===== src/design/dsw_pkg.sv =====
// ----------------------------------------------------------------------------
// dsw_pkg
// Shared types and constants for the date string weekday block.
// ----------------------------------------------------------------------------
package dsw_pkg;

    typedef enum logic [1:0] {
        ST_VALID    = 2'd0,
        ST_NOEXIST  = 2'd1,
        ST_BAD_FMT  = 2'd2
    } t_status;

    // Parsed date handed from the parser to the evaluator
    typedef struct packed {
        logic        fmt_ok;
        logic [6:0]  day;
        logic [6:0]  month;
        logic [13:0] year;
    } t_rec;

    localparam logic [7:0] CH_SLASH = 8'h2F;
    localparam logic [7:0] CH_ZERO  = 8'h30;
    localparam logic [7:0] CH_NINE  = 8'h39;

    localparam logic [3:0] POS_SEP_DAY   = 4'd2;
    localparam logic [3:0] POS_SEP_MONTH = 4'd5;
    localparam logic [3:0] POS_LAST      = 4'd9;
    localparam logic [3:0] POS_END       = 4'd10;
    localparam logic [3:0] POS_MAX       = 4'd15;

endpackage


===== src/design/dsw_front.sv =====
// ----------------------------------------------------------------------------
// dsw_front
// Character parser: checks the format and gathers day, month and year.
// ----------------------------------------------------------------------------
module dsw_front (
    input  logic          i_clk,
    input  logic          i_rst_n,
    input  logic          i_accept,
    input  logic [7:0]    i_char_code,
    input  logic          i_is_last,
    output logic          o_push,
    output dsw_pkg::t_rec o_rec
);
    import dsw_pkg::*;

    logic [3:0]  r_pos,   n_pos;
    logic [6:0]  r_day,   n_day;
    logic [6:0]  r_month, n_month;
    logic [13:0] r_year,  n_year;
    logic        r_fmt,   n_fmt;
    logic        digit;
    logic [3:0]  dv;

    assign digit = (i_char_code >= CH_ZERO) && (i_char_code <= CH_NINE);
    assign dv    = i_char_code[3:0];

    always_comb begin
        n_day   = r_day;
        n_month = r_month;
        n_year  = r_year;
        n_fmt   = r_fmt;
        if (r_pos == POS_SEP_DAY || r_pos == POS_SEP_MONTH) begin
            if (i_char_code != CH_SLASH) n_fmt = 1'b0;
        end else if (r_pos < POS_END) begin
            if (!digit) begin
                n_fmt = 1'b0;
            end else if (r_pos < POS_SEP_DAY) begin
                n_day = {r_day[3:0], 3'b000} + {r_day[5:0], 1'b0} + 7'(dv);
            end else if (r_pos < POS_SEP_MONTH) begin
                n_month = {r_month[3:0], 3'b000} + {r_month[5:0], 1'b0} + 7'(dv);
            end else begin
                n_year = {r_year[10:0], 3'b000} + {r_year[12:0], 1'b0} + 14'(dv);
            end
        end else begin
            n_fmt = 1'b0;
        end
        n_pos = (r_pos == POS_MAX) ? r_pos : r_pos + 4'd1;
    end

    assign o_push       = i_accept && i_is_last;
    assign o_rec.fmt_ok = n_fmt && (r_pos == POS_LAST);
    assign o_rec.day    = n_day;
    assign o_rec.month  = n_month;
    assign o_rec.year   = n_year;

    always_ff @(posedge i_clk) begin
        if (!i_rst_n) begin
            r_pos   <= '0;
            r_day   <= '0;
            r_month <= '0;
            r_year  <= '0;
            r_fmt   <= 1'b1;
        end else if (i_accept) begin
            if (i_is_last) begin
                // start over for the next string
                r_pos   <= '0;
                r_day   <= '0;
                r_month <= '0;
                r_year  <= '0;
                r_fmt   <= 1'b1;
            end else begin
                r_pos   <= n_pos;
                r_day   <= n_day;
                r_month <= n_month;
                r_year  <= n_year;
                r_fmt   <= n_fmt;
            end
        end
    end

endmodule


===== src/design/dsw_fifo.sv =====
// ----------------------------------------------------------------------------
// dsw_fifo
// Two-entry queue of parsed dates between parser and evaluator.
// ----------------------------------------------------------------------------
module dsw_fifo (
    input  logic          i_clk,
    input  logic          i_rst_n,
    input  logic          i_push,
    input  dsw_pkg::t_rec i_rec,
    input  logic          i_pop,
    output logic          o_full,
    output logic          o_valid,
    output dsw_pkg::t_rec o_rec
);
    import dsw_pkg::*;

    t_rec       r_mem [2];
    logic       r_wr;
    logic       r_rd;
    logic [1:0] r_cnt;
    logic       pop;

    assign o_full  = (r_cnt == 2'd2);
    assign o_valid = (r_cnt != 2'd0);
    assign o_rec   = r_mem[r_rd];
    assign pop     = i_pop && o_valid;

    always_ff @(posedge i_clk) begin
        if (i_push) r_mem[r_wr] <= i_rec;
    end

    always_ff @(posedge i_clk) begin
        if (!i_rst_n) begin
            r_wr  <= 1'b0;
            r_rd  <= 1'b0;
            r_cnt <= '0;
        end else begin
            if (i_push) r_wr <= ~r_wr;
            if (pop)    r_rd <= ~r_rd;
            r_cnt <= r_cnt + 2'(i_push) - 2'(pop);
        end
    end

endmodule


===== src/design/dsw_back.sv =====
// ----------------------------------------------------------------------------
// dsw_back
// Date evaluator: leap rule, month limits and weekday, three stages.
// ----------------------------------------------------------------------------
module dsw_back (
    input  logic          i_clk,
    input  logic          i_rst_n,
    input  logic          i_valid,
    input  dsw_pkg::t_rec i_rec,
    output logic          o_pop,
    output logic          o_valid,
    input  logic          i_ready,
    output logic [1:0]    o_status,
    output logic [2:0]    o_weekday,
    output logic          o_leap_year
);
    import dsw_pkg::*;

    localparam logic [12:0] RECIP_100 = 13'd5243;

    function automatic logic [4:0] month_offset(input logic [3:0] m);
        logic [4:0] v;
        unique case (m)
            4'd1:    v = 5'd2;
            4'd2:    v = 5'd5;
            4'd3:    v = 5'd7;
            4'd4:    v = 5'd10;
            4'd5:    v = 5'd12;
            4'd6:    v = 5'd15;
            4'd7:    v = 5'd17;
            4'd8:    v = 5'd20;
            4'd9:    v = 5'd23;
            4'd10:   v = 5'd25;
            4'd11:   v = 5'd28;
            4'd12:   v = 5'd30;
            default: v = 5'd0;
        endcase
        return v;
    endfunction

    function automatic logic [4:0] month_limit(input logic [6:0] m, input logic is_leap);
        logic [4:0] v;
        unique case (m)
            7'd2:                      v = is_leap ? 5'd29 : 5'd28;
            7'd4, 7'd6, 7'd9, 7'd11:   v = 5'd30;
            default:                   v = 5'd31;
        endcase
        return v;
    endfunction

    // 2^3 = 1 mod 7: fold octal digits
    function automatic logic [2:0] mod7(input logic [14:0] s);
        logic [5:0] g;
        logic [3:0] h;
        g = 6'(s[2:0]) + 6'(s[5:3]) + 6'(s[8:6]) + 6'(s[11:9]) + 6'(s[14:12]);
        h = 4'(g[5:3]) + 4'(g[2:0]);
        return (h >= 4'd7) ? 3'(h - 4'd7) : h[2:0];
    endfunction

    logic        r_v1, r_v2, r_vo;
    logic        rdy1, rdy2, rdyo;
    t_rec        r_rec1;
    logic [26:0] r_prod;
    t_status     r_st2;
    logic        r_leap2;
    logic [14:0] r_sum2;
    t_status     r_st_o;
    logic [2:0]  r_wd_o;
    logic        r_leap_o;

    // stage 2 signals
    logic [7:0]  q100;
    logic [13:0] r100;
    logic        rem0;
    logic        leap;
    logic        early;
    logic [11:0] z4;
    logic [7:0]  z100;
    logic [5:0]  z400;
    logic        bad_date;
    t_status     st;
    logic [14:0] sum;

    assign rdyo  = !r_vo || i_ready;
    assign rdy2  = !r_v2 || rdyo;
    assign rdy1  = !r_v1 || rdy2;
    assign o_pop = i_valid && rdy1;

    assign q100  = r_prod[26:19];
    assign r100  = r_rec1.year - 14'(15'(q100) * 15'd100);
    assign rem0  = (r100 == 14'd0);
    assign leap  = rem0 ? (q100[1:0] == 2'b00) : (r_rec1.year[1:0] == 2'b00);
    assign early = (r_rec1.month < 7'd3);

    always_comb begin
        // January and February count against the previous year
        if (early) begin
            z4   = r_rec1.year[13:2] - 12'(r_rec1.year[1:0] == 2'b00);
            z100 = q100 - 8'(rem0);
        end else begin
            z4   = r_rec1.year[13:2];
            z100 = q100;
        end
        z400 = z100[7:2];
        sum = 15'(month_offset(r_rec1.month[3:0])) + 15'(r_rec1.day) + 15'd4
            + 15'(r_rec1.year) + 15'(z4) + 15'(z400) - 15'(z100)
            - (early ? 15'd0 : 15'd2);
        bad_date = (r_rec1.day == 7'd0) || (r_rec1.month == 7'd0)
                || (r_rec1.month > 7'd12) || (r_rec1.year == 14'd0)
                || (r_rec1.day > 7'(month_limit(r_rec1.month, leap)));
        priority if (!r_rec1.fmt_ok) st = ST_BAD_FMT;
        else if (bad_date)           st = ST_NOEXIST;
        else                         st = ST_VALID;
    end

    always_ff @(posedge i_clk) begin
        if (rdy1 && i_valid) begin
            r_rec1 <= i_rec;
            r_prod <= 27'(i_rec.year) * 27'(RECIP_100);
        end
        if (rdy2 && r_v1) begin
            r_st2   <= st;
            r_leap2 <= r_rec1.fmt_ok && leap;
            r_sum2  <= sum;
        end
        if (rdyo && r_v2) begin
            r_st_o   <= r_st2;
            r_leap_o <= r_leap2;
            r_wd_o   <= (r_st2 == ST_VALID) ? mod7(r_sum2) : 3'd0;
        end
    end

    always_ff @(posedge i_clk) begin
        if (!i_rst_n) begin
            r_v1 <= 1'b0;
            r_v2 <= 1'b0;
            r_vo <= 1'b0;
        end else begin
            if (rdy1) r_v1 <= i_valid;
            if (rdy2) r_v2 <= r_v1;
            if (rdyo) r_vo <= r_v2;
        end
    end

    assign o_valid     = r_vo;
    assign o_status    = r_st_o;
    assign o_weekday   = r_wd_o;
    assign o_leap_year = r_leap_o;

endmodule


===== src/design/date_string_weekday.sv =====
// ----------------------------------------------------------------------------
// date_string_weekday
// Streaming DD/MM/YYYY checker giving status, weekday and leap flag.
// ----------------------------------------------------------------------------
// Throughput: one character per cycle while the queue is not full (o_ready high).
// After the last character is accepted, the result passes the queue, the product
// stage, the evaluation stage and the output register before it shows on o_valid.
// The two-entry queue and per-stage valids let parser and evaluator stall apart.
// Reset clears the parser state, the queue and all stage valids.
module date_string_weekday (
    input  logic       i_clk,
    input  logic       i_rst_n,
    input  logic       i_valid,
    output logic       o_ready,
    input  logic [7:0] i_char_code,
    input  logic       i_is_last,
    output logic       o_valid,
    input  logic       i_ready,
    output logic [1:0] o_status,
    output logic [2:0] o_weekday,
    output logic       o_leap_year
);
    import dsw_pkg::*;

    logic accept;
    logic push;
    logic full;
    logic q_valid;
    logic pop;
    t_rec rec_in;
    t_rec rec_out;

    assign o_ready = !full;
    assign accept  = i_valid && o_ready;

    dsw_front u_front (
        .i_clk       (i_clk),
        .i_rst_n     (i_rst_n),
        .i_accept    (accept),
        .i_char_code (i_char_code),
        .i_is_last   (i_is_last),
        .o_push      (push),
        .o_rec       (rec_in)
    );

    dsw_fifo u_fifo (
        .i_clk   (i_clk),
        .i_rst_n (i_rst_n),
        .i_push  (push),
        .i_rec   (rec_in),
        .i_pop   (pop),
        .o_full  (full),
        .o_valid (q_valid),
        .o_rec   (rec_out)
    );

    dsw_back u_back (
        .i_clk       (i_clk),
        .i_rst_n     (i_rst_n),
        .i_valid     (q_valid),
        .i_rec       (rec_out),
        .o_pop       (pop),
        .o_valid     (o_valid),
        .i_ready     (i_ready),
        .o_status    (o_status),
        .o_weekday   (o_weekday),
        .o_leap_year (o_leap_year)
    );

endmodule


===== config.mk =====
export PLATFORM = sky130hd
export DESIGN_NAME = date_string_weekday
export DESIGN_NICKNAME = d
export VERILOG_FILES = /design/src/design/dsw_pkg.sv /design/src/design/dsw_front.sv /design/src/design/dsw_fifo.sv /design/src/design/dsw_back.sv /design/src/design/date_string_weekday.sv
export SDC_FILE = /design/constraint.sdc
export NUM_CORES = 1
export LEC_CHECK = 0
export BUFFER_PORTS_ARGS = -buffer_cell sky130_fd_sc_hd__clkbuf_2
export CORE_MARGIN = 1.5
export CORE_UTILIZATION = 40
export CTS_CLUSTER_DIAMETER = 200
export DETAILED_ROUTE_END_ITERATION = 10
export HOLD_SLACK_MARGIN = 0.02
export PLACE_DENSITY = 0.68
export SKIP_CTS_REPAIR_TIMING = 1
export SLEW_MARGIN = 15
export SYNTH_ARGS = -nofsm -noshare
export SYNTH_HDL_FRONTEND = slang
export SYNTH_SLANG_ARGS = --single-unit

===== constraint.sdc =====
create_clock -name i_clk -period 9.3 [get_ports i_clk]
set_input_delay 0.93 -clock i_clk [delete_from_list [all_inputs] [get_ports i_clk]]
set_output_delay 0.93 -clock i_clk [all_outputs]
set_load 0.01 [all_outputs]

# Word-level counts from Yosys, hierarchy flattened

Memories as Yosys holds them, arrays and structs flattened. A register that Yosys moved wholly into a read port is not among the register bits.
Index checks and enable logic that the tools add are counted.

Flip-flop bits (word level): 120
Memory bits (writable): 58
Memory bits (read-only): 80
Input bits: 13
Output and inout bits: 8
Word-level logic and storage cells: 142
Memories: 2

Add/sub/neg operators: 25
$mul: 2
$lt $le $gt $ge: 9
Equal/unequal tests: 12
Multiplexer cells: 37
Bitwise gates (word level): 2
Reduce and logical (&&, ||, !) cells: 31

Memory list:

| name             | words | bits a word | read ports | clocked after Yosys merged registers in | wr ports | line           | source |
|---|---|---|---|---|---|---|---|
| (name not given) | 16    | 5           | 1          | 1                                       | 0        | dsw_back.sv:23 | `unique case (m)` |
| u_fifo.r_mem     | 2     | 29          | 1          | 1                                       | 1        | dsw_fifo.sv:17 | `t_rec r_mem [2];` |

Operators by type and width:

| kind                     | number |
|---|---|
| $mux W14                 | 6 |
| $mux W7                  | 11 |
| $logic_not A14 Y1        | 2 |
| $mul A14 B13 Y27 const B | 1 |
| $add A6 B3 Y6            | 3 |
| $add A15 B12 Y15         | 1 |
| $add A15 B14 Y15         | 1 |
| $add A15 B3 Y15 const B  | 1 |
| $add A15 B6 Y15          | 1 |
| $sub A15 B15 Y15         | 1 |
| $sub A15 B8 Y15          | 1 |
| $add A14 B14 Y14         | 1 |
| $add A14 B4 Y14          | 1 |
| $add A7 B4 Y7            | 2 |
| $add A7 B7 Y7            | 2 |
| $eq A7 B3 Y1 const B     | 2 |
| $eq A7 B4 Y1 const B     | 2 |
| $logic_not A7 Y1         | 2 |
| $sub A14 B14 Y14         | 1 |
| $mul A8 B5 Y12 const B   | 1 |
| $mux W1                  | 12 |
| $mux W12                 | 1 |
| $mux W4                  | 3 |
| $sub A12 B1 Y12          | 1 |
| 35 further kinds         | 58 |

# Longest topological paths before layout

Word-level depth: 9
Depth in mapped cells: 40

# Cells and area by module

A second synthesis with hierarchy kept.

Cell total of the unflattened synthesis: 1349
Area, all modules: 14696.6 um^2

Modules (own cells, without submodules):

| module              | times used | cells an instance | area an instance (um^2) | sequential area each (um^2) |
|---|---|---|---|---|
| dsw_back            | 1          | 893               | 9303.9                  | 1991.9 |
| dsw_front           | 1          | 341               | 3005.4                  | 660.6 |
| dsw_fifo            | 1          | 113               | 2377.3                  | 1841.8 |
| date_string_weekday | 1          | 2                 | 10.0                    | 0.0 |

# Worst setup path after synthesis

OpenSTA, ideal clock, no wires.

Path kind: register to register
From: reg u_back.r_prod[21]
To: reg u_back.r_sum2[12] (data pin)
Setup time: 258 ps
Arrival time: 8618 ps
Data required time: 9042 ps
Slack: 425 ps
Cell stages (with the launch flop): 40
Path buffers: 0
Cells stage by stage: edfxtp_1 inv_1 ha_1 ha_1 fa_1 ha_1 nor2b_1 o21ai_0 nand2b_1 a21o_1 a21oi_1 xor2_1 ha_1 nand2b_1 or3b_1 a22o_1 a211oi_1 nand4_1 [... 4 more ...] xnor2_1 inv_1 fa_1 fa_1 inv_1 fa_1 inv_1 fa_1 inv_1 ha_1 fa_1 a21o_1 a21oi_1 o21ai_0 o211a_1 a41oi_1 nor2b_1 xnor2_1

Cells in the longest elaborated chain, start to end: 8

Ends and longest elaborated chain:

| item                   | line            | source |
|---|---|---|
| from (decl)            | dsw_back.sv:63  | `logic [26:0] r_prod;` |
| from (signal assigned) | dsw_back.sv:119 | `r_prod <= 27'(i_rec.year) * 27'(RECIP_100);` |
| $mul A8 B5 Y12         | dsw_back.sv:90  | `assign r100 = r_rec1.year - 14'(15'(q100) * 15'd100);` |
| $sub A14 B14 Y14       | dsw_back.sv:90  |  |
| $logic_not A14 Y1      | dsw_back.sv:91  | `assign rem0 = (r100 == 14'd0);` |
| $sub A8 B1 Y8          | dsw_back.sv:99  | `z100 = q100 - 8'(rem0);` |
| $mux W8 *              | dsw_back.sv:97  | `if (early) begin` |
| $add A15 B6 Y15        | dsw_back.sv:106 | `+ 15'(r_rec1.year) + 15'(z4) + 15'(z400) - 15'(z100)` |
| $sub A15 B8 Y15 *      | dsw_back.sv:106 |  |
| $sub A15 B15 Y15 *     | dsw_back.sv:107 | `- (early ? 15'd0 : 15'd2);` |
| net u_back.sum[12]     | dsw_back.sv:82  | `logic [14:0] sum;` |
| to (signal assigned)   | dsw_back.sv:124 | `r_sum2 <= sum;` |
| to (decl)              | dsw_back.sv:66  | `logic [14:0] r_sum2;` |

Mark *: on every way through the listed nets, which the timed path passes. The rest lies on a longest branch.
A chain may end at the register's enable or synchronous reset.

# Worst setup path in the final report

From: reg u_back.r_prod[23]
To: reg u_back.r_sum2[12] (data pin)

Same word-level chain as after synthesis.

==> impl_metrics.toml <==
[synthesis]
synth_most_common_cell = "ha_1"
ys.flop_type = "edfxtp_1"
synthesis.nets = 1700
synth-edff-count = 119
yosysTopAreaCell = "edfxtp_1"
ys_seq_area_share_pct = 30.5
synth_commonest_cells = "ha_1 (251), inv_1 (233), edfxtp_1 (119)"
ys.warnings.count = 0
ys_seq_elements = 165
ys_types = 79
synthCells = 1332
netlist_area_um2 = 14700
synthArstFlopShare_pct = 0
yosysTopAreaCellShare_pct = 24.3
synth_area_leaders = "edfxtp_1 (24%), ha_1 (21%), fa_1 (14%), dfxtp_1 (6.3%), inv_1 (5.9%)"
syn_avg_cell_area_um2 = 11.1

[drt]
route.detailed.drc = 0
routed-wl-met3_um = 743
vias = 9438
ant_nets = 0
drt_iter0_markers = 329
dr_wl_met2_um = 13700
viasPerCell = 5.07
wl_per_cell_um = 15.1
wirelength_um = 28000
firstDrtPassIters = 5
top_layer = "met4"
routedLengthMet1_um = 13000

[timing]
relSlewSlack_pct = 42.6
finalClockSkew_ns = 0.0127
worst_pin_slew_ns = 0.861
hold_slack_ns = 0.433
hold_violations = 0
post-route-min-period_ns = 8.91
rsz0062_at_grt = "no"
min_period_over_period_pct = 95.8
drv_slew = 0
setup_viol_count_final = 0
fmax_mhz = 112

[final_layout]
multi_input_area_um2 = 9380
area_growth_syn_to_layout_pct = 10.1
seq_area_um2 = 4490
fillers = 3322
final_nets = 1747
drive_gt1_share_pct = 12.4
diodes = 0

[clock_network]
path_clk_slew_ns = 0.07
cts_root_buf = "clkbuf_16"
htree_levels = 4
cts_buffers = 17
cts_sinks = 165
clk_latency_ns = 0.43
ctsLongestPathBuffers = 2
cts_tree = "yes"

[grt]
grt_max_degree = 46
grt-ovfl-total = 0
antenna_found_initial = 0
gr-usage-all-layers_pct = 15.5
grt_first_pass_wirelength_um = 47400
grt_pass1_vias = 9772

[floorplan]
rows = 70
coreArea_um2 = 36400
initial_core_util_pct = 40.4
die_w_um = 195
dieArea_um2 = 38000
pin_count = 21
fp.dieH_um = 195

[place]
post-dp-hpwl_um = 22900
port_buffers = 20
gp_congestion = 0.915

[worst_setup_path]
end_kind = "register"
critPathLaunchType = "register"
required_ns = 9.48
crit_arrival_ns = 9.09
cp_slowest_stage_delay_ns = 0.52
crit_type = "reg -> reg"
crit_slowest_cell = "fa_1"
rrSetupSlack_ns = 0.39
crit_path_max_fanout = 3

[min_path]
hp-class = "reg -> reg"

[job]
max_cap_violations = 0

[outcome]
status = "complete, no violations"
## final cells by class
| class | count | share of cell area (%) |
|---|---|---|
| tap | 468 | 3.61 |
| timing repair buffer | 46 | 1.82 |
| inverter | 233 | 5.40 |
| clock inverter | 11 | 0.672 |
| sequential | 165 | 27.7 |
| clock buffer | 21 | 2.91 |
| multi-input combinational | 916 | 57.9 |
## metal layers
metal	track usage, %	vias to the layer above
met2	27.0	115
met3	2.34	28
li1	-	4701
met1	19.9	4594
met4	4.54	0
met5	0	-
## flip-flops by register name, summed over array words and instances, names as in the netlist, 2 cells and up, named ones only
name	flops
u_back.o_status	2
u_back.o_weekday	3
u_back.r_prod	9
u_back.r_rec1	28
u_back.r_st2	2
u_back.r_sum2	15
u_fifo.r_cnt	2
u_fifo.r_mem	58
u_front.r_day	7
u_front.r_month	7
u_front.r_pos	4
u_front.r_year	14
## per-stage QoR
stage	util, %	TNS, ns	setup slack, ns	instances	area (um^2)
after global routing	44.5	0	0.0104	1860	16200
after detailed placement	42.4	-0.236	-0.126	1821	15500
after CTS	44.0	-0.292	-0.157	1853	16000
final	44.5	0	0.390	1860	16200
after global placement	42.4	0	0.0581	1821	15500
after floorplan	-	0	0.425	1332	14700
## layout by cell type (no fill, tap or decap), types with 7 or more instances in the layout
| master | count |
|---|---|
| ha_1 | 243 |
| inv_1 | 230 |
| edfxtp_1 | 119 |
| fa_1 | 102 |
| xnor2_1 | 56 |
| nor2_1 | 49 |
| a21oi_1 | 46 |
| dfxtp_1 | 46 |
| mux2_2 | 35 |
| nor2b_1 | 33 |
| nand2_1 | 31 |
| o21ai_0 | 27 |
| buf_4 | 26 |
| xor2_1 | 25 |
| a21o_1 | 22 |
| mux2i_1 | 21 |
| a22oi_1 | 20 |
| clkbuf_2 | 20 |
| nor3_1 | 18 |
| clkbuf_16 | 18 |
| nand3_1 | 16 |
| nand4_1 | 13 |
| and2_1 | 10 |
| o21a_1 | 8 |
| o211ai_1 | 7 |
## path summary, 6_finish.rpt
check,end,cells after the start,startpoint
max,u_back.r_sum2[12],38,u_back.r_prod[23]
min,u_back.o_leap_year,0,u_back.r_leap2
max reg2reg,u_back.r_sum2[12],38,u_back.r_prod[23]
min reg2reg,u_back.o_leap_year,0,u_back.r_leap2
## worst max-delay path, delay by kind of cell, from the launching register on
kind / cells / cell delay, ns
xor gates and xnor gates: 3 / 0.36
adders and majority gates: 13 / 4.41
DFF: 1 / 0.35
and+or+nand+nor: 8 / 1.64
AOI/OAI and AO/OA: 8 / 1.46
buffers and inverters: 6 / 0.44
## logic make-up after synthesis
logic type,share of synthesized area [%]
buffers and inverters,6.58
flip-flops,30.5
multiplexers,4.87
AND/OR/NAND/NOR,8.53
adder cells (fa/ha/maj),35.5
AO/OA/AOI/OAI,9.13
XOR/XNOR,4.88
Power is left out: the tool's default activity adds up to more than one toggle a clock period on the data nets, which glitch-free logic cannot reach.
